===== config.mk =====
export PLATFORM = sky130hd
export DESIGN_NAME = tzl_ram
export DESIGN_NICKNAME = d
export VERILOG_FILES = /design/src/sv/tzl_ram.sv
export SDC_FILE = /design/constraint.sdc
export NUM_CORES = 1
export LEC_CHECK = 0
export ABC_AREA = 1
export BUFFER_PORTS_ARGS = -buffer_cell sky130_fd_sc_hd__buf_2
export CORE_MARGIN = 2
export CORE_UTILIZATION = 45
export CTS_CLUSTER_DIAMETER = 200
export DETAILED_ROUTE_END_ITERATION = 7
export REMOVE_ABC_BUFFERS = 1
export SYNTH_ARGS = -nofsm -noshare
export SYNTH_HDL_FRONTEND = slang
export SYNTH_SLANG_ARGS = --single-unit

===== constraint.sdc =====
create_clock -name clk -period 1.78 [get_ports clk]
set_input_delay 0 -clock clk [delete_from_list [all_inputs] [get_ports clk]]
set_output_delay 0 -clock clk [all_outputs]
set_load 0.005 [all_outputs]

===== src/sv/tzl_ram.sv =====
// Single-port synchronous RAM with a registered read.
// Used for the transition table and the type table; depends on nothing else.
module tzl_ram #(
	parameter int DEPTH = 64,
	parameter int WIDTH = 8,
	localparam int AW = (DEPTH > 1) ? $clog2(DEPTH) : 1
) (
	input  logic             clk,
	input  logic             we,
	input  logic [AW-1:0]    addr,
	input  logic [WIDTH-1:0] wdata,
	output logic [WIDTH-1:0] rdata
);

	logic [WIDTH-1:0] mem [DEPTH];
	logic [WIDTH-1:0] rdata_q;

	always_ff @(posedge clk) begin
		if (we) begin
			mem[addr] <= wdata;
		end
		rdata_q <= mem[addr];
	end

	assign rdata = rdata_q;

endmodule


### Word level (Yosys, flattened, before mapping)

Memory sizes are Yosys's and may differ from the RTL's. A register that Yosys moved wholly into a read port is not among the register bits.
Cells that the tools add are included.

| word-level totals | value |
|---|---|
| bits in read-only memories | 0 |
| bits in latches | 0 |
| memories kept | 1 |
| word-level logic and storage cells | 3 |
| bits in writable memories | 512 |
| output and inout port bits | 8 |
| bits in registers | 0 |

Memories:

| memory | words | width | rd ports | clocked after Yosys merged registers in | write ports | RTL line | text |
|---|---|---|---|---|---|---|---|
| mem | 64 | 8 | 1 | 1 | 1 | 15 | `logic [WIDTH-1:0] mem [DEPTH];` |

| cells by class | value |
|---|---|
| bitwise operators | 0 |
| mux-type cells | 2 |
| reductions and logical operators | 0 |
| divide/modulo/power cells | 0 |
| $lt $le $gt $ge | 0 |
| add/subtract/negate cells | 0 |
| multipliers | 0 |
| equality and inequality tests | 0 |
| shifts and indexed selects | 0 |

Operator list:

| operator | count |
|---|---|
| $mux W1 | 2 |

### Depth between registers and ports, before layout

Gate-level depths: netlist of run 1.

| depth | value |
|---|---|
| depth after elaboration | 2 |
| mapped depth | 13 |
| mapped depth without buffers | 11 |

### Worst setup path after synthesis of run 1

No wires, ideal clock.

| path | value |
|---|---|
| kind | input -> register |
| from | input addr[3] |
| to | memory mem[41][0] (enable) |
| setup slack | -0.189 ns |
| required time | 1.385 ns |
| arrival | 1.574 ns |
| stages on the path | 5 |
| cell sequence | buf_2 inv_2 nor3_2 inv_2 nor4_1 |

RTL lines:

| item | RTL line | text |
|---|---|---|
| start, declared | 10 | `input logic [AW-1:0] addr,` |
| end, declared | 15 |  |

Straight into the memory's write port.

==> impl_metrics.yaml, run 1 <==
run_status:
  status: "complete, no violations"
timing:
  hold_viol: 0
  finalSetupViolCount: 0
  report.final.slew_viol_count: 0
  period_share_pct: 82.6
  skew_ns: 0.0217
  max_freq_mhz: 681
  slew_headroom_pct: 46.6
  fin_crit_ns: 1.47
  worstMarginPinSlew_ns: 0.802
  rsz0062_at_grt: "no"
yosys:
  synth_common_cells: "nand2_1 (1384), edfxtp_1 (512), nor2_1 (87)"
  yosysTopAreaCell: "edfxtp_1"
  synth-main-ff-cell: "edfxtp_1"
  synthTopCellsByArea: "edfxtp_1 (70%), nand2_1 (24%), nor2_1 (1.5%)"
  synth_top_area_share_pct: 69.7
  synthArstFlopShare_pct: 0
  yosysUniqueCellTypes: 22
  yosysMostFrequentCell: "nand2_1"
  synth_edf_count: 512
  syn_area_per_cell_sq_um: 10.2
  syn_area_sq_um: 22000
  ys_seq_elements: 520
  syn_inst: 2167
  yosysSeqAreaShare_pct: 70.5
  yosysWarnings: 0
clocking:
  worstSkewPairLatency_ns: 0.60
  clockBufferDepth: 3
  cts-root-buf: "clkbuf_16"
  path_clk_slew_ns: 0.06
  cts_tree: "yes"
  post_cts_resized: 0
  clock-sinks: 520
  post_cts_buffers: 0
  cts_buffers: 53
  htreeDepth: 2
  postCtsHoldBufs: 7
cells_and_area:
  antenna_cells: 0
  drive_gt1_share_pct: 11.1
  nets: 2309
  area_delta_synth_final_pct: 15.8
  nFillCells: 4278
  finish.utilization_pct: 52.5
  final_cells: 2959
routing:
  ant_nets: 0
  wl_per_cell_microns: 18.4
  dr.pass1.iters: 5
  drc: 0
  drt-total-wl_mm: 54.5
  vias: 14900
  vias_per_cell: 5.02
  drt-initial-drc-count: 1195
placement:
  routabilityCongestion: 0.869
  dp_hpwl_mm: 33.5
  portBuffers: 23
  placed_cells: 2853
die:
  pin_count: 24
  dieArea_sq_um: 50800
  rows: 81
  initial_core_util_pct: 45.3
  die_h_microns: 225
  core_area_sq_um: 48600
  dieWidth_microns: 225
setup_path:
  reg2regPathDepth: 10
  r2r_start: "mem[56][2]"
  criticalPathCategory: "flip-flop to flip-flop"
  startpoint: "mem[56][2]"
  cp.required_ns: 2.26
  r2r-end: "rdata[2]"
  worst_setup_path_end_kind: "flip-flop"
  crit_end: "rdata[2]"
  r2r_slack_ns: 0.31
  cp-start-kind: "flip-flop"
  arrival_ns: 1.95
  cp_max_fo: 1
pwr:
  comb_power_share_pct: 6.6
  seq_power_share_pct: 52.2
  swShare_pct: 22.2
  switching_power_uw: 5790
  ir_drop_uv: 673
  power_density_nw_per_um2: 1020
  internal-power_uw: 20300
  p_leak_uw: 0.0108
  clockPowerShare_pct: 41.2
global_route:
  gr-total-overflow: 0
  grt_pass1_vias: 14700
  antenna_found_initial: 1
  grt_max_degree: 65
  grt_pass1_wl_mm: 84.4
  gr-usage-all-layers_pct: 22.0
min_path:
  hp-start: "we"
  min_delay_path_depth: 4
  hold_class: "input port to flip-flop"
run:
  max_cap_violations: 0
flip-flops by register name, indices dropped and copies added, names as in the netlist:
| register | cells |
|---|---|
| rdata | 8 |
| mem | 512 |
final cells by class:
type | instances | area (sq um) | area share [%]
Inverter | 30 | 120 | 0.471
Timing Repair Buffer | 172 | 1600 | 6.27
Clock buffer | 65 | 1370 | 5.37
Tap cell | 622 | 778 | 3.05
Multi-Input combinational cell | 1516 | 5810 | 22.8
Sequential cell | 520 | 15500 | 60.9
Clock inverter | 34 | 305 | 1.20
per-layer routing:
metal	part of all wire (%)	global-route usage [%]
met1	45	29.8
met2	47	36.4
met3	5.0	3.43
met4	3.2	7.54
met5	0	0
worst min-delay path by stage:
stage / endpoint / slack (ns)
detailed placement: rdata[5] / 0.43
finish: mem[40][6] / 0.06
floorplan: mem[0][0] / 0.1
global placement: rdata[5] / 0.43
global route: mem[40][6] / 0.06
CTS: mem[41][4] / 0.03
per-stage QoR:
stage	hold WS, ns	area (sq um)	setup slack, ns	total power [uW]	setup TNS [ns]
5_1_grt	0.0644	25500	0.251	27000	0
6_report	0.0583	25500	0.311	26100	0
2_1_floorplan	0.0989	21500	-1.73	14600	-456.22
4_1_cts	0.0297	25500	0.307	26300	0
3_3_place_gp	0.432	23800	0.0564	15600	0
3_5_place_dp	0.426	23800	0.0492	15600	0
critical path, cell delays in order (launching register included):
cell and delay, ns:
edfxtp_1 0.37, nand2_1 0.08, nand2_1 0.05, nand2_1 0.05
nand2_1 0.08, nand2_1 0.06, nand2_1 0.05, nand2_1 0.13
nand2_1 0.16, nor2_1 0.25, nand2_1 0.08
layout by cell type (no fill, tap or decap):
| master | netlist | final |
|---|---|---|
| nand2_1 | 1384 | 1384 |
| edfxtp_1 | 512 | 512 |
| buf_4 | 7 | 116 |
| nor2_1 | 87 | 87 |
| clkbuf_16 | 0 | 53 |
| buf_12 | 0 | 27 |
| inv_1 | 25 | 25 |
| buf_2 | 52 | 21 |
| nand3_1 | 13 | 13 |
| clkbuf_1 | 23 | 12 |
| clkinv_1 | 1 | 11 |
| clkinv_2 | 0 | 11 |
| nor3_2 | 8 | 8 |
| dfxtp_1 | 8 | 8 |
| dlygate4sd3_1 | 0 | 7 |
| o21ai_1 | 6 | 6 |
| o211ai_1 | 5 | 5 |
| bufinv_16 | 0 | 5 |
| inv_6 | 0 | 3 |
| inv_2 | 4 | 3 |
| or2_2 | 3 | 3 |
| or2_1 | 3 | 3 |
| clkinv_4 | 0 | 3 |
| nor2_2 | 2 | 2 |
| nor4_1 | 2 | 2 |
| nand4_1 | 2 | 2 |
| clkinvlp_4 | 0 | 2 |
| inv_4 | 0 | 1 |
| o21ai_0 | 1 | 1 |
| clkbuf_8 | 0 | 1 |
power by group through the flow:
stage	clock network, uW	registers, uW	logic (uW)
after floorplan	0	13800	736
after global placement	0	13900	1710
after detailed placement	0	13900	1720
after CTS	11000	13600	1730
after global routing	11400	13600	1920
final	10700	13600	1720
kinds of logic after synthesis:
logic type             after synthesis  share of synthesized area (%)
DFF                                520                           70.5
and+or+nand+nor                   1504                           26.0
buffers and inverters              131                           3.16
AOI/OAI and AO/OA                   12                          0.329
No activity file was read; power rests on OpenSTA's default activity.
==> run 2, diff against run 1 <==
==> constraint.sdc (replaced) <==
create_clock -name clk -period 1.18 [get_ports clk]
set_input_delay 0 -clock clk [delete_from_list [all_inputs] [get_ports clk]]
set_output_delay 0 -clock clk [all_outputs]
set_load 0.005 [all_outputs]
==> run 2 against run 1 <==
The flow now finishes with violations (setup timing). Die area unchanged. Setup slack lost 0.41 ns. Sequential power rose by 51%. Non-clock buffer count is 55 higher. Via count is 2.4% higher. Global-route usage is 0.47 points higher. Combinational power rose by 67%.
==> impl_metrics.yaml, run 2 (synthesis gave the netlist of run 1 again) <==
run_status:
  status: "complete, but fails checks"
  violations: "setup timing"
cells_and_area:
  final_cells: 3012
  nFillCells: 4185
  regArea_sq_um: 15500
  final_common_cell: "nand2_1"
  top_register: "mem"
  multi_input_area_sq_um: 6150
  largest_reg_flops: 512
  nets: 2364
  final_cell_mix: "nand2_1 (1310), edfxtp_1 (512), buf_4 (167), nor2_1 (72), nand2_2 (63)"
  drive_gt1_share_pct: 17.1
  area_delta_synth_final_pct: 19.3
die:
  die_h_microns: 225
  dieWidth_microns: 225
  rows: 81
  dieArea_sq_um: 50800
  core_area_sq_um: 48600
  initial_core_util_pct: 45.3
  pin_count: 24
routing:
  drc: 0
  wl_per_cell_microns: 18.5
  dr.pass1.iters: 5
  ant_nets: 0
  vias_per_cell: 5.05
  vias: 15200
  drt-initial-drc-count: 1337
  drt-total-wl_mm: 55.8
timing:
  hold_viol: 0
  slew_headroom_pct: 73.6
  skew_ns: 0.0218
  finalHoldWorstSlack_ns: 0.0439
  rsz0062_at_grt: "yes"
  report.final.slew_viol_count: 0
  fin_crit_ns: 1.28
  finalSetupViolCount: 7
  max_freq_mhz: 779
  fin_ws_ns: -0.104
  period_share_pct: 109
  worstMarginPinSlew_ns: 0.396
pwr:
  p_leak_uw: 0.0111
  ir_drop_uv: 939
  power_density_nw_per_um2: 1500
clocking:
  clockBufferDepth: 3
  htreeDepth: 2
  cts_tree: "yes"
  path_clk_slew_ns: 0.07
  worstSkewPairLatency_ns: 0.61
  clock-sinks: 520
  cts_buffers: 53
  cts-root-buf: "clkbuf_16"
global_route:
  use_met3_pct: 3.36
  gr-usage-all-layers_pct: 22.5
  grt_pass1_wl_mm: 85.8
  grt_use_met2_pct: 36.5
  gr-total-overflow: 0
  grt_max_degree: 65
  grt_pass1_vias: 15100
  grtUsageMet1_pct: 30.4
  grt_busiest_layer: "met2"
  antenna_found_initial: 5
min_path:
  hold_class: "input port to flip-flop"
placement:
  routabilityCongestion: 0.853
  placed_cells: 2907
  dp_hpwl_mm: 35.0
  portBuffers: 23
setup_path:
  path_buf_inv: 0
  worst_setup_path_end_kind: "flip-flop"
  criticalPathCategory: "flip-flop to flip-flop"
  cp-start-kind: "flip-flop"
  r2r_slack_ns: -0.10
  arrival_ns: 1.77
  crit_top_cell: "nand2_1"
  cpLargestDelayFamily: "simple AND/OR/NAND/NOR gates"
  path_cells: "or2_4 -> nand2_1 -> nand2_1 -> o21ai_2 -> nand2_2 -> nor2_4 -> nand2_1"
  cp.required_ns: 1.67
  cp_max_fo: 1
  crit_path_max_incr_delay_ns: 0.36
  cpMaxStageDelayCell: "edfxtp_1"
run:
  max_cap_violations: 0
==> run 2: worst min-delay path: stages <==
cell,delay [ns]
buf_2,0.16
inv_1,0.09
nor4_1,0.05
buf_4,0.17
==> run 2: final timing paths <==
kind,from,to,depth (start not counted)
min,we,mem[41][6],4
max reg2reg,mem[39][6],rdata[6],7
min reg2reg,mem[47][6],rdata[6],6
max,mem[39][6],rdata[6],7
==> run 2: where the power goes <==
part | leakage (uW) | total [uW] | switching (uW) | internal, uW
clock | 0.000800 | 16100 | 6930 | 9120
combinational | 0.00565 | 2870 | 1930 | 943
sequential | 0.00467 | 20500 | 63.0 | 20400
==> run 2: area by class of cell <==
class,instances,area share (%)
Timing Repair Buffer,227,7.81
Multi-Input combinational cell,1516,23.4
Clock inverter,29,0.880
Sequential cell,520,59.1
Antenna cell,4,0.0381
Inverter,30,0.457
Tap cell,622,2.96
Clock buffer,64,5.36
==> run 2: routing by layer <==
| layer | up-vias | share of wire [%] |
|---|---|---|
| met4 | 0 | 3.4 |
| met5 | - | 0 |
| met1 | 7264 | 43 |
| met2 | 447 | 47 |
| met3 | 117 | 6.1 |
| li1 | 7372 | - |
==> run 2: metrics by stage <==
step           cell area [sq um]  utilization, %  TNS [ns]  total power, uW  setup WS [ns]
2_1_floorplan              21500               -   -717.54            22000          -2.33
3_3_place_gp               24200            49.8   -185.76            23600         -0.470
3_5_place_dp               24200            49.8   -188.74            23600         -0.474
4_1_cts                    26100            53.7    -0.636            39600         -0.136
5_1_grt                    26300            54.0     -1.16            40600         -0.186
6_report                   26300            54.0    -0.467            39400         -0.104
==> run 2: repair_timing <==
| action | 4_1_cts | 5_1_grt |
|---|---|---|
| endpoints found under the hold margin | 512 | 0 |
| setup endpoints to repair | 10 | 8 |
| hold buffers | 8 | 0 |
| cloned | 0 | 0 |
| pin swaps | 35 | 57 |
| buffers inserted | 0 | 0 |
| gates resized for setup | 67 | 49 |
==> run 3, diff against run 2 <==
--- a/config.mk
+++ b/config.mk
@@ -6,11 +6,11 @@
 export NUM_CORES = 1
 export LEC_CHECK = 0
 export ABC_AREA = 1
-export BUFFER_PORTS_ARGS = -buffer_cell sky130_fd_sc_hd__buf_2
 export CORE_MARGIN = 2
 export CORE_UTILIZATION = 45
 export CTS_CLUSTER_DIAMETER = 200
 export DETAILED_ROUTE_END_ITERATION = 7
+export DONT_BUFFER_PORTS = 1
 export REMOVE_ABC_BUFFERS = 1
 export SYNTH_ARGS = -nofsm -noshare
 export SYNTH_HDL_FRONTEND = slang
==> run 3 against run 2 <==
The run ends with hold timing, setup timing left. Die area is the same. Setup slack worse by 0.077 ns. Critical endpoint unchanged. Global-route usage is 0.97 points lower. Count of clock-buffer cells in the layout up 5. Via count down 2.6%. First-iteration DRC count grew 4.6%. Sequential cell count is the same. Maximum frequency fell by 5.6%. Clock power rose by 2%.
==> impl_metrics.yaml, run 3 (synthesis gave the netlist of run 1 again) <==
setup_path:
  startpoint: "mem[39][6]"
  path_cells: "or2_4 -> nand2_2 -> nand2_1 -> o21ai_2 -> nand2_2 -> nor2_4 -> nand2_2"
  arrival_ns: 1.85
  cp_max_fo: 1
  r2r_start: "mem[39][6]"
  cpMaxStageDelayCell: "edfxtp_1"
  criticalPathCategory: "flip-flop to flip-flop"
  cp.required_ns: 1.67
  cpLargestDelayFamily: "simple AND/OR/NAND/NOR gates"
  crit_top_cell: "nand2_2"
  cp-start-kind: "flip-flop"
  worst_setup_path_end_kind: "flip-flop"
  path_buf_inv: 0
  crit_path_max_incr_delay_ns: 0.36
routing:
  wl_per_cell_microns: 19.0
  drt-initial-drc-count: 1398
  ant_nets: 0
  drt-total-wl_mm: 56.0
  dr.pass1.iters: 5
  vias_per_cell: 5.02
  vias: 14800
  drc: 0
pwr:
  power_density_nw_per_um2: 1520
  p_leak_uw: 0.0109
  power.total_uw: 39500
  ir_drop_uv: 1060
timing:
  report.final.slew_viol_count: 0
  skew_ns: 0.0148
  fin_crit_ns: 1.36
  setup_tns_ns: -17.61
  slew_headroom_pct: 38.4
  period_share_pct: 115
  fin_ws_ns: -0.181
  finalSetupViolCount: 216
  finalHoldWorstSlack_ns: -0.210
  max_freq_mhz: 735
  worstMarginPinSlew_ns: 0.921
  rsz0062_at_grt: "yes"
  hold_viol: 8
clocking:
  htreeDepth: 2
  cts_buffers: 53
  clockBufferDepth: 3
  clock-sinks: 520
  worstSkewPairLatency_ns: 0.61
  post_cts_buffers: 0
  path_clk_slew_ns: 0.06
  cts_tree: "yes"
  cts-root-buf: "clkbuf_16"
cells_and_area:
  nFillCells: 4208
  final_cell_mix: "nand2_1 (1318), edfxtp_1 (512), buf_4 (121), nor2_1 (74), nand2_2 (56)"
  antenna_cells: 0
  final_common_cell: "nand2_1"
  top_register: "mem"
  nets: 2301
  area_delta_synth_final_pct: 17.7
  fin_area_sq_um: 26000
  largest_reg_flops: 512
  final_cells: 2951
  drive_gt1_share_pct: 14.3
die:
  dieWidth_microns: 225
  pin_count: 24
  initial_core_util_pct: 45.3
  dieArea_sq_um: 50800
  die_h_microns: 225
  core_area_sq_um: 48600
  rows: 81
run:
  max_cap_violations: 0
run_status:
  status: "complete, but fails checks"
  violations: "hold timing, setup timing"
global_route:
  antenna_found_initial: 0
  gr-total-overflow: 0
  grt_max_degree: 273
  grt_pass1_vias: 14300
  grt_pass1_wl_mm: 82.9
  gr-usage-all-layers_pct: 21.5
min_path:
  hold_class: "input port to flip-flop"
  hp-start: "addr[2]"
placement:
  routabilityCongestion: 0.820
  placed_cell_area_sq_um: 23500
  placed_cells: 2824
  dp_hpwl_mm: 30.6
  portBuffers: 0
==> run 3: cell types whose count changed in the layout (fill, tap and decap cells not counted), moves of 7 or more <==
cell | previous run | this run
buf_4 | 167 | 121
buf_2 | 21 | 0
buf_12 | 30 | 17
buf_16 | 0 | 9
nand2_1 | 1310 | 1318
clkinv_2 | 11 | 18
nand2_2 | 63 | 56
==> run 3: timing repair <==
action,4_1_cts,5_1_grt
hold endpoints to repair,620,60
pin swaps,40,50
resized for setup,61,49
hold buffers,19,9
setup endpoints to repair,8,245
cloned,0,0
==> run 3: per-layer routing <==
metal	global-route usage [%]	vias up	routed length, microns
met5	0	-	0
met2	35.5	425	26400
met4	6.07	0	1370
met3	3.47	90	3410
li1	-	7243	-
met1	29.7	7054	24700
==> run 3: stage by stage <==
step,hold WS (ns),setup slack [ns],utilization (%)
2_1_floorplan,0.0989,-2.33,-
3_3_place_gp,0.103,-0.447,48.2
3_5_place_dp,0.102,-0.464,48.2
4_1_cts,-0.298,-0.189,52.8
5_1_grt,-0.232,-0.243,53.4
6_report,-0.210,-0.181,53.4
==> run 3: power by group <==
part           switching [uW]  internal, uW  leakage [uW]
logic                    1660           822       0.00539
registers                83.6         20400       0.00467
clock network            7000          9510      0.000856
==> run 3: final timing paths <==
kind | endpoint | slack (ns) | cells after the start
worst min register to register | rdata[6] | 0.76 | 6
worst max register to register | rdata[6] | -0.18 | 7
worst min-delay path | rdata[7] | -0.21 | 6
worst max-delay path | rdata[6] | -0.18 | 7
==> run 3: final cells by class <==
type                            count  area (sq um)  area share [%]
Clock buffer                       69          1490            5.74
Tap cell                          622           778            3.00
Inverter                           30           119           0.458
Multi-Input combinational cell   1516          6140            23.7
Sequential cell                   520         15500            59.9
Timing Repair Buffer              164          1670            6.45
Clock inverter                     30           221           0.853
==> run 3: worst reg2reg max path: stages (launching register included) <==
cell and delay [ns]:
edfxtp_1 0.36, or2_4 0.25, nand2_2 0.05, nand2_1 0.06, o21ai_2 0.20, nand2_2 0.09
nor2_4 0.18, nand2_2 0.07
