**src/sv/tzl_pkg.sv**
```systemverilog
// Package for the time-zone transition lookup block.
// Holds the command and status codes, the sequencer states and the result record.
// Has no dependencies; tzl_scan and tz_transition_lookup refer to it by scoped names.
package tzl_pkg;

	localparam int DEF_MAX_TRANSITIONS = 1024;
	localparam int DEF_MAX_TYPES       = 64;

	localparam int CMD_W      = 2;
	localparam int INDEX_W    = 10;
	localparam int TTIME_W    = 32;
	localparam int TTYPE_W    = 8;
	localparam int OFFSET_W   = 32;
	localparam int ABBREV_W   = 8;
	localparam int QTIME_W    = 64;
	localparam int STATUS_W   = 2;
	localparam int TRCFG_W    = 11;
	localparam int TYCFG_W    = 7;
	localparam int CFG_IDX_W  = 2;
	localparam int CFG_DATA_W = 11;

	localparam int IN_DATA_W  = 160;
	localparam int OUT_DATA_W = 48;

	localparam int TR_ENTRY_W = TTIME_W + TTYPE_W;
	localparam int TY_ENTRY_W = OFFSET_W + 1 + ABBREV_W;

	localparam logic [CFG_IDX_W-1:0] REG_TRANSITION_COUNT = 2'd0;
	localparam logic [CFG_IDX_W-1:0] REG_TYPE_COUNT       = 2'd1;

	typedef enum logic [CMD_W-1:0] {
		CMD_WR_TRANS = 2'd0,
		CMD_WR_TYPE  = 2'd1,
		CMD_QUERY    = 2'd2
	} cmd_t;

	typedef enum logic [STATUS_W-1:0] {
		STATUS_OK       = 2'd0,
		STATUS_NO_DATA  = 2'd1,
		STATUS_BAD_TYPE = 2'd2
	} status_t;

	typedef enum logic [1:0] {
		S_IDLE,
		S_SCAN,
		S_TYPE_RD,
		S_DONE
	} state_t;

	typedef struct packed {
		logic                valid;
		status_t             status;
		logic [OFFSET_W-1:0] offset;
		logic                dst;
		logic [ABBREV_W-1:0] abbrev;
	} result_t;

endpackage

```
**src/sv/tzl_scan.sv**
```systemverilog
// Sequencer of the lookup: takes input transfers, writes the tables and walks the
// transition table for a query, then reads the selected type. Depends on tzl_pkg.
module tzl_scan #(
	parameter int MAX_TRANSITIONS = tzl_pkg::DEF_MAX_TRANSITIONS,
	parameter int MAX_TYPES       = tzl_pkg::DEF_MAX_TYPES,
	localparam int TR_AW  = (MAX_TRANSITIONS > 1) ? $clog2(MAX_TRANSITIONS) : 1,
	localparam int TY_AW  = (MAX_TYPES > 1) ? $clog2(MAX_TYPES) : 1,
	localparam int TRC_W  = $clog2(MAX_TRANSITIONS + 1),
	localparam int TYC_W  = $clog2(MAX_TYPES + 1)
) (
	input  logic                                clk,
	input  logic                                arst_n,
	input  logic                                in_valid,
	output logic                                in_ready,
	input  logic [tzl_pkg::CMD_W-1:0]           cmd,
	input  logic [tzl_pkg::INDEX_W-1:0]         entry_index,
	input  logic [tzl_pkg::TTIME_W-1:0]         transition_time,
	input  logic [tzl_pkg::TTYPE_W-1:0]         transition_type,
	input  logic [tzl_pkg::OFFSET_W-1:0]        type_offset,
	input  logic                                type_dst,
	input  logic [tzl_pkg::ABBREV_W-1:0]        type_abbrev,
	input  logic signed [tzl_pkg::QTIME_W-1:0]  query_time,
	input  logic [TRC_W-1:0]                    ntr,
	input  logic [TYC_W-1:0]                    nty,
	output logic                                tr_we,
	output logic [TR_AW-1:0]                    tr_addr,
	output logic [tzl_pkg::TR_ENTRY_W-1:0]      tr_wdata,
	input  logic [tzl_pkg::TR_ENTRY_W-1:0]      tr_rdata,
	output logic                                ty_we,
	output logic [TY_AW-1:0]                    ty_addr,
	output logic [tzl_pkg::TY_ENTRY_W-1:0]      ty_wdata,
	input  logic [tzl_pkg::TY_ENTRY_W-1:0]      ty_rdata,
	input  logic                                res_free,
	output tzl_pkg::result_t                    res
);

	tzl_pkg::state_t                        state_q, state_d;
	logic [TRC_W-1:0]                       idx_q, idx_d, idx_nx;
	logic [tzl_pkg::TTYPE_W-1:0]            sel_q, sel_d, sel_nx;
	tzl_pkg::status_t                       stat_q, stat_d;
	logic signed [tzl_pkg::QTIME_W-1:0]     query_q;
	logic [tzl_pkg::TY_ENTRY_W-1:0]         data_q;
	logic [tzl_pkg::TTIME_W-1:0]            rd_time;
	logic [tzl_pkg::TTYPE_W-1:0]            rd_type;
	logic                                   at_or_before;
	logic                                   finish;
	logic                                   take_query;

	assign rd_time      = tr_rdata[tzl_pkg::TTIME_W-1:0];
	assign rd_type      = tr_rdata[tzl_pkg::TR_ENTRY_W-1:tzl_pkg::TTIME_W];
	assign at_or_before = $signed({{(tzl_pkg::QTIME_W - tzl_pkg::TTIME_W){rd_time[tzl_pkg::TTIME_W-1]}},
		rd_time}) <= query_q;
	assign idx_nx       = idx_q + TRC_W'(1);
	assign tr_wdata     = {transition_type, transition_time};
	assign ty_wdata     = {type_abbrev, type_dst, type_offset};
	assign in_ready     = (state_q == tzl_pkg::S_IDLE);
	assign take_query   = in_valid && in_ready && (cmd == tzl_pkg::CMD_QUERY);

	always_ff @(posedge clk or negedge arst_n) begin
		if (!arst_n) begin
			state_q <= tzl_pkg::S_IDLE;
			idx_q   <= '0;
			sel_q   <= '0;
			stat_q  <= tzl_pkg::STATUS_OK;
		end else begin
			state_q <= state_d;
			idx_q   <= idx_d;
			sel_q   <= sel_d;
			stat_q  <= stat_d;
		end
	end

	always_ff @(posedge clk) begin
		if (take_query) begin
			query_q <= query_time;
		end
		if (state_q == tzl_pkg::S_TYPE_RD) begin
			data_q <= ty_rdata;
		end
	end

	always_comb begin
		state_d = state_q;
		idx_d   = idx_q;
		sel_d   = sel_q;
		stat_d  = stat_q;
		sel_nx  = sel_q;
		finish  = 1'b0;
		tr_we   = 1'b0;
		ty_we   = 1'b0;
		tr_addr = TR_AW'(entry_index);
		ty_addr = TY_AW'(entry_index);
		res     = '0;

		case (state_q)
			tzl_pkg::S_IDLE: begin
				if (in_valid) begin
					case (tzl_pkg::cmd_t'(cmd))
						tzl_pkg::CMD_WR_TRANS: begin
							tr_we = (32'(entry_index) < MAX_TRANSITIONS);
						end
						tzl_pkg::CMD_WR_TYPE: begin
							ty_we = (32'(entry_index) < MAX_TYPES);
						end
						tzl_pkg::CMD_QUERY: begin
							sel_d = '0;
							idx_d = '0;
							if (nty == '0) begin
								stat_d  = tzl_pkg::STATUS_NO_DATA;
								state_d = tzl_pkg::S_DONE;
							end else if (ntr == '0) begin
								ty_addr = '0;
								stat_d  = tzl_pkg::STATUS_OK;
								state_d = tzl_pkg::S_TYPE_RD;
							end else begin
								tr_addr = '0;
								state_d = tzl_pkg::S_SCAN;
							end
						end
						default: begin
						end
					endcase
				end
			end
			tzl_pkg::S_SCAN: begin
				if (at_or_before) begin
					sel_nx = rd_type;
					sel_d  = rd_type;
					if (idx_nx < ntr) begin
						idx_d   = idx_nx;
						tr_addr = TR_AW'(idx_nx);
					end else begin
						finish = 1'b1;
					end
				end else begin
					finish = 1'b1;
				end
				if (finish) begin
					if (32'(sel_nx) >= 32'(nty)) begin
						stat_d  = tzl_pkg::STATUS_BAD_TYPE;
						state_d = tzl_pkg::S_DONE;
					end else begin
						ty_addr = TY_AW'(sel_nx);
						stat_d  = tzl_pkg::STATUS_OK;
						state_d = tzl_pkg::S_TYPE_RD;
					end
				end
			end
			tzl_pkg::S_TYPE_RD: begin
				state_d = tzl_pkg::S_DONE;
			end
			tzl_pkg::S_DONE: begin
				res.valid  = 1'b1;
				res.status = stat_q;
				if (stat_q == tzl_pkg::STATUS_OK) begin
					res.offset = data_q[tzl_pkg::OFFSET_W-1:0];
					res.dst    = data_q[tzl_pkg::OFFSET_W];
					res.abbrev = data_q[tzl_pkg::TY_ENTRY_W-1:tzl_pkg::OFFSET_W+1];
				end
				if (res_free) begin
					state_d = tzl_pkg::S_IDLE;
				end
			end
			default: begin
				state_d = tzl_pkg::S_IDLE;
			end
		endcase
	end

endmodule

```
**config.mk**
```make
export PLATFORM = sky130hd
export DESIGN_NAME = tzl_scan
export DESIGN_NICKNAME = d
export VERILOG_FILES = /design/src/sv/tzl_pkg.sv /design/src/sv/tzl_scan.sv
export SDC_FILE = /design/constraint.sdc
export NUM_CORES = 1
export LEC_CHECK = 0
export BUFFER_PORTS_ARGS = -buffer_cell sky130_fd_sc_hd__buf_2
export CAP_MARGIN = 10
export CELL_PAD_IN_SITES_DETAIL_PLACEMENT = 1
export CELL_PAD_IN_SITES_GLOBAL_PLACEMENT = 2
export CORE_MARGIN = 10
export CORE_UTILIZATION = 29
export CTS_BUF_LIST = sky130_fd_sc_hd__clkbuf_4 sky130_fd_sc_hd__clkbuf_8
export DETAILED_ROUTE_END_ITERATION = 10
export GPL_TIMING_DRIVEN = 0
export PLACE_DENSITY_LB_ADDON = 0.1
export SYNTH_ARGS = -nofsm -noshare
export SYNTH_HDL_FRONTEND = slang
export SYNTH_SLANG_ARGS = --single-unit
```
**constraint.sdc**
```tcl
create_clock -name clk -period 11.5 [get_ports clk]
set_input_delay 2.3 -clock clk [delete_from_list [all_inputs] [get_ports clk]]
set_output_delay 2.3 -clock clk [all_outputs]
set_load 0.01 [all_outputs]
```
# --- Yosys cells after proc, flatten, opt, wreduce, memory -nomap -nowiden ---
# Index checks and enable logic that the tools add are counted.
word_totals:
  ff_bits: 128
  word_cells: 85
  out_inout_bits: 144
  input_bits: 260
op_classes:
  n_reduce_logical: 12
  n_mux: 50
  addsub: 1
  eq_ne: 12
  magnitude_cmp: 4
ops:
  columns: ["operator", "count"]
  rows:
  - ["<= comparator 32 x 64 -> 1 bit", 1]
  - ["two-way mux 10 bit", 6]
  - ["two-way mux 11 bit", 4]
  - ["two-way mux 44 bit", 1]
  - ["two-way mux 41 bit", 1]
  - ["two-way mux 6 bit", 6]
  - ["two-way mux 8 bit", 4]
  - ["two-way mux 2 bit", 12]
  - ["case mux 11 bit (2 select lines)", 1]
  - ["case mux 10 bit (2 select lines)", 1]
  - ["case mux 8 bit (2 select lines)", 1]
  - ["case mux 6 bit (2 select lines)", 1]
  - ["adder 11 x 1 -> 11 bit, second input constant", 1]
  - ["logical NOT 11 bit", 1]
  - ["< comparator 11 bit", 1]
  - ["< comparator 10 x 7 -> 1 bit, second input constant", 1]
  - ["two-way mux 1 bit", 10]
  - ["inequality test 2 bit, second input constant", 5]
  - ["AND reduction 5 bit", 2]
  - [">= comparator 8 x 7 -> 1 bit", 1]
  - ["case mux 2 bit (4 select lines)", 1]
  - ["logical NOT 7 bit", 1]
  - ["equality test 2 bit, second input constant", 3]
  - ["logical NOT 2 bit", 3]
  - ["8 further kinds", 10]

# --- Longest topological paths before layout ---
# Gate-level depths: netlist of run 1.
logic_depth:
  depth_word: 7
  depth_mapped: 22
  depth_no_buf: 19

# --- Worst setup path before layout of run 1 ---
# No wires, ideal clock.
synth_path:
  kind: "input to output"
  start: "input port tr_rdata[31] in the netlist's numbering"
  end: "output port ty_addr[1]"
  required_ns: 9.200
  slack_ns: 2.951
  stages: 20
  n_path_buf: 2
  arrival_ns: 6.249
  path_cell_list: "ha_1 a21oi_2 nand2_1 a221oi_2 o221ai_1 or4_1 buf_6 mux2_4 buf_2 mux2i_1 ha_1 nand2b_1 a211oi_1 o31ai_1 nand3_1 nand2_1 a2111oi_0 a31oi_1 a211oi_1 o22ai_1"
synth_via:
  elab_chain_len: 7
  elab_cells_between_ends: 9
synth_rtl:
  columns: ["element", "line", "rtl"]
  rows:
  - ["start, declared", "tzl_scan.sv:28", "input logic [tzl_pkg::TR_ENTRY_W-1:0] tr_rdata,"]
  - ["<= comparator 32 x 64 -> 1 bit (*)", "tzl_scan.sv:52", "rd_time}) <= query_q;"]
  - ["two-way mux 8 bit", null, null]
  - ["two-way mux 8 bit", "tzl_scan.sv:95", "case (state_q)"]
  - [">= comparator 8 x 7 -> 1 bit", "tzl_scan.sv:139", "if (32'(sel_nx) >= 32'(nty)) begin"]
  - ["two-way mux 6 bit", "tzl_scan.sv:139", null]
  - ["two-way mux 6 bit (*)", "tzl_scan.sv:138", "if (finish) begin"]
  - ["case mux 6 bit (2 select lines) (*)", "tzl_scan.sv:95", null]
  - ["end, declared", "tzl_scan.sv:30", "output logic [TY_AW-1:0] ty_addr,"]
# Every way passes the cells marked *; elsewhere a longest branch is shown, timed or not. The select of a mux whose other input is x is not followed.

# --- Worst setup path in the final report of run 1 ---
# Ends and elaborated chain as after synthesis.

==> flow_summary.toml, run 1 <==
[power_and_ir_drop]
cellPowerDensity_mw_per_mm2 = 152
p_leak_nw = 5.25
max-vdd-ir-drop_mv = 0.167

[floorplan]
dieArea_mm2 = 0.0345
coreArea_mm2 = 0.0270
ioPinCount = 404
rows = 60
fp.dieW_um = 186
die_y_um = 186
start_util_pct = 29.5

[worst_setup_path]
cp_data_required_time_ns = 9.20
worst_r2r_startpoint = "query_q[63]"
crit_fanout = 33
critPathLaunch = "tr_rdata[31]"
r2r_cells = 21
r2r-end = "stat_q[1]"
crit_type = "primary input to output pin"
cp-end-kind = "output pin"
worstPathArrival_ns = 7.79
r2r_setup_slack_ns = 6.85
startpoint_type = "primary input"

[timing]
hold_viol = 0
timing.final.crit_share_pct = 87.7
timing.hold.ws_ns = 0.508
setup-violations-final = 0
final.setup.tns_ns = 0
tightest_slew_ns = 0.961
max_slew_margin_pct = 35.7
clock_skew_ns = 0.0333
slew_violations = 0
fmax_ghz = 0.0991
rsz0062_at_grt = "no"
period_needed_ns = 10.09

[detailed_routing]
wl_per_cell_um = 17.9
drc_errors = 0
first_iter_violations = 167
antenna_left = 0
num_vias = 6613
viasPerCell = 4.52
drt_first_pass_iters = 4
wl_mm = 26.2

[clocking]
cts_root_buffer = "clkbuf_8"
cts_sinks = 128
cts_buffers = 17
cts_resized = 0
post-cts-setup-buffers = 0
cts-hold-fix-buffers = 0
clock_latency_ns = 0.46
clockBufferDepth = 2
htreeDepth = 4
cts.reportedPaths.clkPinSlew_ns = 0.09
cts_tree = "yes"

[synth]
yosys-top-cells-area = "edfxtp_1, ha_1, buf_4, dfrtp_1, inv_1"
yosys.area.top_type_share_pct = 39.5
synth.most_common_cell = "inv_1"
syn_inst = 764
syn_area_mm2 = 0.00797
ys.flop_type = "edfxtp_1"
ys_ff_latch = 128
synth_nets = 1110
yosysSeqAreaShare_pct = 46.8
yosysTopAreaCell = "edfxtp_1"
synth-edff-count = 105
avgSynthCellArea_um2 = 10.4
ys_top_cells_by_count = "inv_1, edfxtp_1, ha_1"
synthDistinctLibCells = 58
yosysWarnings = 0
async_reset_ff_share_pct = 18.0

[global_routing]
grt_pass1_vias = 7044
overflow = 0
grt_max_degree = 39
grt_antenna_before_repair = 5
track_usage_pct = 14.6
grt_pass1_wl_mm = 39.3

[layout]
multi_input_area_mm2 = 0.00318
nets = 1453
fin_util_pct = 38.9
syn_to_final_growth_pct = 31.7
nFillCells = 3163
seq_area_mm2 = 0.00373
layout-drive-gt1-share_pct = 40.5

[min_path]
min_to = "sel_q[4]"
min_from = "sel_q[4]"
whs_path_depth = 2
hold_path.class = "register to register"

[run]
cap_violations = 0

[placement]
gp_congestion = 0.762
hpwl_mm = 22.0
io_buffers = 321

[status]
status = "finished clean"
[worst max-delay path, stage by stage]
cell	delay, ns
buf_2	0.55
ha_1	0.24
buf_2	0.21
nand4_1	0.20
nor4_2	0.46
nand4_1	0.21
a31oi_1	0.28
or4_1	0.19
buf_6	0.13
mux2_4	0.34
buf_2	0.20
mux2i_1	0.23
ha_1	0.26
nand2b_1	0.14
a211oi_1	0.25
o31ai_1	0.12
nand3_1	0.10
nand2_1	0.13
a2111oi_0	0.46
a31oi_1	0.21
a211oi_1	0.26
o22ai_1	0.11
buf_2	0.18
[worst max path at each step]
stage	endpoint	slack (ns)
final	ty_addr[1]	1.41
after global routing	ty_addr[1]	0.74
after CTS	ty_addr[1]	1.30
after detailed placement	ty_addr[1]	1.31
after global placement	ty_addr[4]	1.27
after floorplan	ty_addr[1]	2.95
[cell type report]
type / count / area share [%]
Antenna cell: 3 / 0.0715
Buffer: 95 / 6.40
Clock buffer: 17 / 2.23
Clock inverter: 15 / 1.60
Inverter: 108 / 3.86
Multi-Input combinational cell: 433 / 30.3
Sequential cell: 128 / 35.5
Tap cell: 341 / 4.06
Timing Repair Buffer: 324 / 16.0
[cells by family (layout without fill, tap and decap cells)]
kind of cell             after synthesis  after routing  share of synthesized area, %
AO/OA/AOI/OAI                        129            129                          10.8
XOR/XNOR                               9              9                         0.989
adder cells (fa/ha/maj)               86             86                          13.5
buffers and inverters                203            559                          13.5
flip-flops                           128            128                          46.8
multiplexers                          14             14                          1.99
other                                  0              3                             0
AND/OR/NAND/NOR                      195            195                          12.5
[registers in the layout (all words and copies together), names as in the netlist]
register	cells
stat_q	2
data_q	41
state_q	2
query_q	64
sel_q	8
idx_q	11
[power by group]
group | leakage (nW) | internal [mW] | switching, mW
Combinational | 3.78 | 0.230 | 0.340
Clock | 0.199 | 0.182 | 0.226
Sequential | 1.27 | 0.594 | 0.0274
[layer usage]
layer | global-route usage [%] | part of all wire (%) | up-vias
li1 | - | - | 3303
met1 | 17.0 | 41 | 3079
met2 | 25.2 | 50 | 208
met3 | 5.09 | 8.2 | 21
met4 | 2.84 | 0.68 | 2
met5 | 0 | 0.038 | -
[layout by cell type, fill, tap and decap left out, types with 5 or more instances in the layout]
cell type	Yosys	routed
nor3_1	9	9
a31oi_1	6	6
nand4_1	17	17
inv_6	0	5
xnor2_1	5	5
nand2_1	65	65
edfxtp_1	105	105
a21o_1	5	5
dfrtp_1	23	23
and2_1	43	43
clkbuf_8	0	17
clkbuf_1	10	10
ha_1	86	85
o21ai_0	31	31
a21oi_1	35	35
a22o_1	14	14
nand3_1	25	25
buf_4	81	81
buf_2	3	324
inv_1	107	107
mux2i_1	11	11
nor2_1	14	13
nor4_1	8	8
[stage by stage]
step	worst slack (ns)	total power, mW	std cells	instance area (µm²)
2_1_floorplan	2.95	0.971	764	7970
6_report	1.41	1.60	1464	10500
5_1_grt	0.735	1.72	1462	10500
3_5_place_dp	1.31	1.22	1429	10100
3_3_place_gp	1.27	1.20	1426	10000
4_1_cts	1.30	1.64	1461	10500
Note: power is estimated with default switching activity, not from simulation.
==> inputs of run 2 (changes only) <==
CELL_PAD_IN_SITES_GLOBAL_PLACEMENT = 1   (was 2)
CORE_UTILIZATION = 35   (was 29)
SLEW_MARGIN = 10   (was unset)
==> run 2 against run 1 <==
Setup slack better by 0.074 ns. Via count up 0.48%. Flip-flop and latch count unchanged. Sequential share of layout area up 0.31 points. Largest power group unchanged. Clock skew down 0.015 ns.
==> flow_summary.toml, run 2 (synthesis results as in run 1) <==
[status]
status = "finished clean"

[timing]
clock_skew_ns = 0.0184
fmax_ghz = 0.0999
finalWorstSetupSlack_ns = 1.49
final.setup.tns_ns = 0
setup-violations-final = 0
period_needed_ns = 10.01
timing.hold.ws_ns = 0.509
rsz0062_at_grt = "no"
slew_violations = 0
max_slew_margin_pct = 51.2
timing.final.crit_share_pct = 87.1
hold_viol = 0
tightest_slew_ns = 0.712

[floorplan]
die_y_um = 171
coreArea_mm2 = 0.0225
start_util_pct = 35.4
fp.dieW_um = 171
dieArea_mm2 = 0.0292
ioPinCount = 404
rows = 55

[clocking]
cts_resized = 0
cts.reportedPaths.clkPinSlew_ns = 0.09
cts_buffers = 17
clockBufferDepth = 2
cts_sinks = 128
post-cts-setup-buffers = 0
cts-hold-fix-buffers = 0
cts_root_buffer = "clkbuf_8"
clock_latency_ns = 0.45
cts_tree = "yes"
htreeDepth = 4

[power_and_ir_drop]
power_frac_seq_pct = 39.1
p_clk_share_pct = 25.0
comb_power_share_pct = 35.9
cellPowerDensity_mw_per_mm2 = 153
p_leak_nw = 5.24
switching_share_pct = 36.9
power.internal_mw = 1.00
max-vdd-ir-drop_mv = 0.0829
switching_power_mw = 0.589

[detailed_routing]
wl_mm = 26.6
viasPerCell = 4.72
drc_errors = 0
antenna_left = 0
first_iter_violations = 221
drt_first_pass_iters = 4
wl_per_cell_um = 18.9
num_vias = 6645

[global_routing]
grt_pass1_wl_mm = 40.3
grt_pass1_vias = 7322
overflow = 0
grt_max_degree = 34
grt_antenna_before_repair = 5
track_usage_pct = 17.7

[placement]
gp_congestion = 0.818
io_buffers = 321
placedCellCount = 1373
hpwl_mm = 22.2
post-place-ws_ns = 1.32

[layout]
fin_util_pct = 46.3
nets = 1453
final_cell_mix = "buf_2, inv_1, edfxtp_1, ha_1, buf_4"
mostFrequentLayoutCell = "buf_2"
fin_cells = 1408
largest_reg_flops = 64
syn_to_final_growth_pct = 30.6
regMostFlops = "query_q"
nFillCells = 2638
reg_top3 = "query_q: 64 flops, data_q: 41 flops, idx_q: 11 flops"
layout-drive-gt1-share_pct = 40.5

[worst_setup_path]
crit_type = "primary input to output pin"
cp-end-kind = "output pin"
crit_fanout = 33
r2r_setup_slack_ns = 7.01
worstPathArrival_ns = 7.71
cp_data_required_time_ns = 9.20
startpoint_type = "primary input"

[run]
cap_violations = 0

[min_path]
hold_path.class = "register to register"
-- run 2: final timing paths --
kind                              start         end  cells past startpoint
min                            sel_q[4]    sel_q[4]                      2
max in group asynchronous        arst_n    sel_q[3]                      1
min in group asynchronous        arst_n    idx_q[8]                      1
max reg2reg                 query_q[30]   stat_q[1]                     20
max                        tr_rdata[31]  ty_addr[1]                     22
min reg2reg                    sel_q[4]    sel_q[4]                      2
-- run 2: area by class of cell --
cell class / instances / area [µm²] / share of cell area, %
Inverter: 108 / 405 / 3.89
Timing Repair Buffer: 324 / 1670 / 16.0
Clock inverter: 15 / 161 / 1.55
Clock buffer: 17 / 234 / 2.25
Buffer: 95 / 672 / 6.46
Tap cell: 285 / 357 / 3.43
Sequential cell: 128 / 3730 / 35.8
Antenna cell: 3 / 7.51 / 0.0721
Multi-Input combinational cell: 433 / 3180 / 30.5
-- run 2: metrics by stage --
stage | total power, mW | area, µm²
2_1_floorplan | 0.971 | 7970
3_3_place_gp | 1.19 | 9940
3_5_place_dp | 1.22 | 10000
4_1_cts | 1.62 | 10400
5_1_grt | 1.71 | 10400
6_report | 1.59 | 10400
-- run 2: critical path: stages --
cell,delay [ns]
buf_2,0.55
ha_1,0.36
a21oi_1,0.14
o21ai_1,0.07
a221oi_1,0.38
o221ai_1,0.15
or4_1,0.55
buf_6,0.16
mux2_4,0.34
buf_2,0.21
mux2i_1,0.24
ha_1,0.27
nand2b_1,0.14
a211oi_1,0.23
o31ai_1,0.12
nand3_1,0.09
nand2_1,0.12
a2111oi_0,0.46
a31oi_1,0.25
a211oi_1,0.28
o22ai_1,0.11
buf_2,0.18
-- run 2: per-layer routing --
layer	global-route usage, %	vias up	wire [µm]
met5	0	-	24
met4	3.74	4	247
met2	31.1	203	13600
met1	19.9	3111	10500
met3	7.00	23	2250
li1	-	3304	-
-- run 2: power groups by stage --
stage,Clock (mW),Combinational (mW),Sequential [mW]
6_report,0.398,0.573,0.623
5_1_grt,0.433,0.648,0.631
4_1_cts,0.414,0.586,0.623
3_5_place_dp,0,0.582,0.634
3_3_place_gp,0,0.558,0.637
2_1_floorplan,0,0.345,0.627
==> inputs of run 3 (changes only) <==
PLACE_DENSITY_LB_ADDON = 0.08   (was 0.1)
==> run 3 against run 2 <==
Sequential power about the same. Utilization up 0.12 points. Clock power up 6.3%. Critical path depth up 1. Sequential share of layout area down 0.090 points. Non-clock buffer count unchanged. Count of clock-buffer cells in the layout unchanged. Cell count about the same. Maximum frequency down 0.58%. Critical path type unchanged. Highest routed layer is now met4.
==> flow_summary.toml, run 3 (synthesis results as in run 1) <==
[layout]
nets = 1453
layout-drive-gt1-share_pct = 40.5
regMostFlops = "query_q"
fin_util_pct = 46.4
nFillCells = 2646
design_area_mm2 = 0.0104
largest_reg_flops = 64
final_cell_mix = "buf_2, inv_1, edfxtp_1, ha_1, buf_4"
mostFrequentLayoutCell = "buf_2"
reg_top3 = "query_q: 64 flops, data_q: 41 flops, idx_q: 11 flops"
syn_to_final_growth_pct = 30.9

[clocking]
post-cts-setup-buffers = 0
cts-hold-fix-buffers = 0
cts_resized = 0
htreeDepth = 4
cts.reportedPaths.clkPinSlew_ns = 0.08
cts_tree = "yes"
cts_sinks = 128
cts_buffers = 17
clock_latency_ns = 0.46
clockBufferDepth = 2
cts_root_buffer = "clkbuf_8"

[placement]
placed_cell_area_mm2 = 0.0100
post-place-ws_ns = 1.35
io_buffers = 321
gp_congestion = 0.820
hpwl_mm = 21.8

[global_routing]
grt_max_degree = 37
grt_antenna_before_repair = 2
grt_pass1_vias = 7144
track_usage_pct = 17.4
grt_pass1_wl_mm = 39.5
overflow = 0

[timing]
timing.final.crit_share_pct = 87.6
final.setup.tns_ns = 0
fmax_ghz = 0.0993
clock_skew_ns = 0.0226
tightest_slew_ns = 0.664
max_slew_margin_pct = 54.4
hold_viol = 0
slew_violations = 0
finalWorstSetupSlack_ns = 1.43
setup-violations-final = 0
rsz0062_at_grt = "no"
period_needed_ns = 10.07

[power_and_ir_drop]
power_frac_seq_pct = 38.6
p_clk_share_pct = 26.2
max-vdd-ir-drop_mv = 0.141
cellPowerDensity_mw_per_mm2 = 155
switching_share_pct = 36.4
comb_power_share_pct = 35.2
power.internal_mw = 1.03
p_leak_nw = 5.26
switching_power_mw = 0.589

[worst_setup_path]
cp-end-kind = "output pin"
critPathMostFrequentCell = "buf_2"
cp_data_required_time_ns = 9.20
path_cells = "buf_2, ha_1, buf_2, nand4_1, nor4_2, nand3_1, a31oi_1, or4_1, buf_6, mux2_4, buf_2, mux2i_1, inv_1, ha_1, nand2_1, o31ai_1, nand3_1, nand2_1, nor3_1, mux2i_1, a221o_1, nand3_1, buf_2"
crit_type = "primary input to output pin"
startpoint_type = "primary input"
crit_fanout = 33
cp_slowest_cell = "buf_2"
worstPathArrival_ns = 7.77
cp_top_family = "simple AND/OR/NAND/NOR gates"
cp_num_buf_inv = 6
cp_slowest_stage_delay_ns = 0.54

[floorplan]
rows = 55
fp.dieW_um = 171
start_util_pct = 35.4
dieArea_mm2 = 0.0292
ioPinCount = 404
die_y_um = 171
coreArea_mm2 = 0.0225

[status]
status = "finished clean"

[detailed_routing]
antenna_left = 0
wl_mm = 26.3
drc_errors = 0
drt_first_pass_iters = 4
first_iter_violations = 221
num_vias = 6650
viasPerCell = 4.73
wl_per_cell_um = 18.7

[min_path]
hold_path.class = "register to register"

[run]
cap_violations = 0
-- run 3: area by class of cell --
class                      instances  area [µm²]  area share, %
tap                              285         357           3.42
buffer                            95         672           6.44
clock inverter                    15         190           1.82
timing repair buffer             324        1670           16.0
multi-input combinational        433        3180           30.4
antenna                            2        5.00         0.0480
sequential                       128        3730           35.7
clock buffer                      17         234           2.24
inverter                         108         405           3.88
-- run 3: worst min-delay path, stage by stage (launching register included) --
cell	delay [ns]
dfrtp_1	0.35
nand2_1	0.05
o21ai_0	0.06
-- run 3: power groups by stage --
stage	logic, mW	registers [mW]	clock network (mW)
after detailed placement	0.576	0.634	0
after global placement	0.557	0.636	0
after CTS	0.579	0.624	0.439
after floorplan	0.345	0.627	0
final	0.569	0.623	0.423
after global routing	0.639	0.633	0.459
-- run 3: worst paths after layout --
kind / start / endpoint / slack [ns] / depth (start not counted)
worst max register to register: query_q[30] / stat_q[1] / 6.91 / 20
worst max-delay path: tr_rdata[31] / ty_addr[2] / 1.43 / 23
worst min-delay path: sel_q[4] / sel_q[4] / 0.50 / 2
min in group asynchronous: arst_n / idx_q[8] / 1.84 / 1
max in group asynchronous: arst_n / sel_q[6] / 9.25 / 1
worst min register to register: sel_q[4] / sel_q[4] / 0.50 / 2
-- run 3: stage by stage --
step                hold WS, ns  power [mW]  cells
global route              0.528        1.73   1405
finish                    0.499        1.62   1407
CTS                       0.500        1.64   1405
detailed placement        0.480        1.21   1373
floorplan                 0.449       0.971    764
global placement          0.461        1.19   1370
-- run 3: metal layers --
layer / vias up / track usage (%) / wire (µm)
met1: 3142 / 19.6 / 10100
met4: 0 / 3.55 / 233
met2: 194 / 30.9 / 13700
li1: 3297 / - / -
met3: 17 / 6.45 / 2280
met5: - / 0 / 0
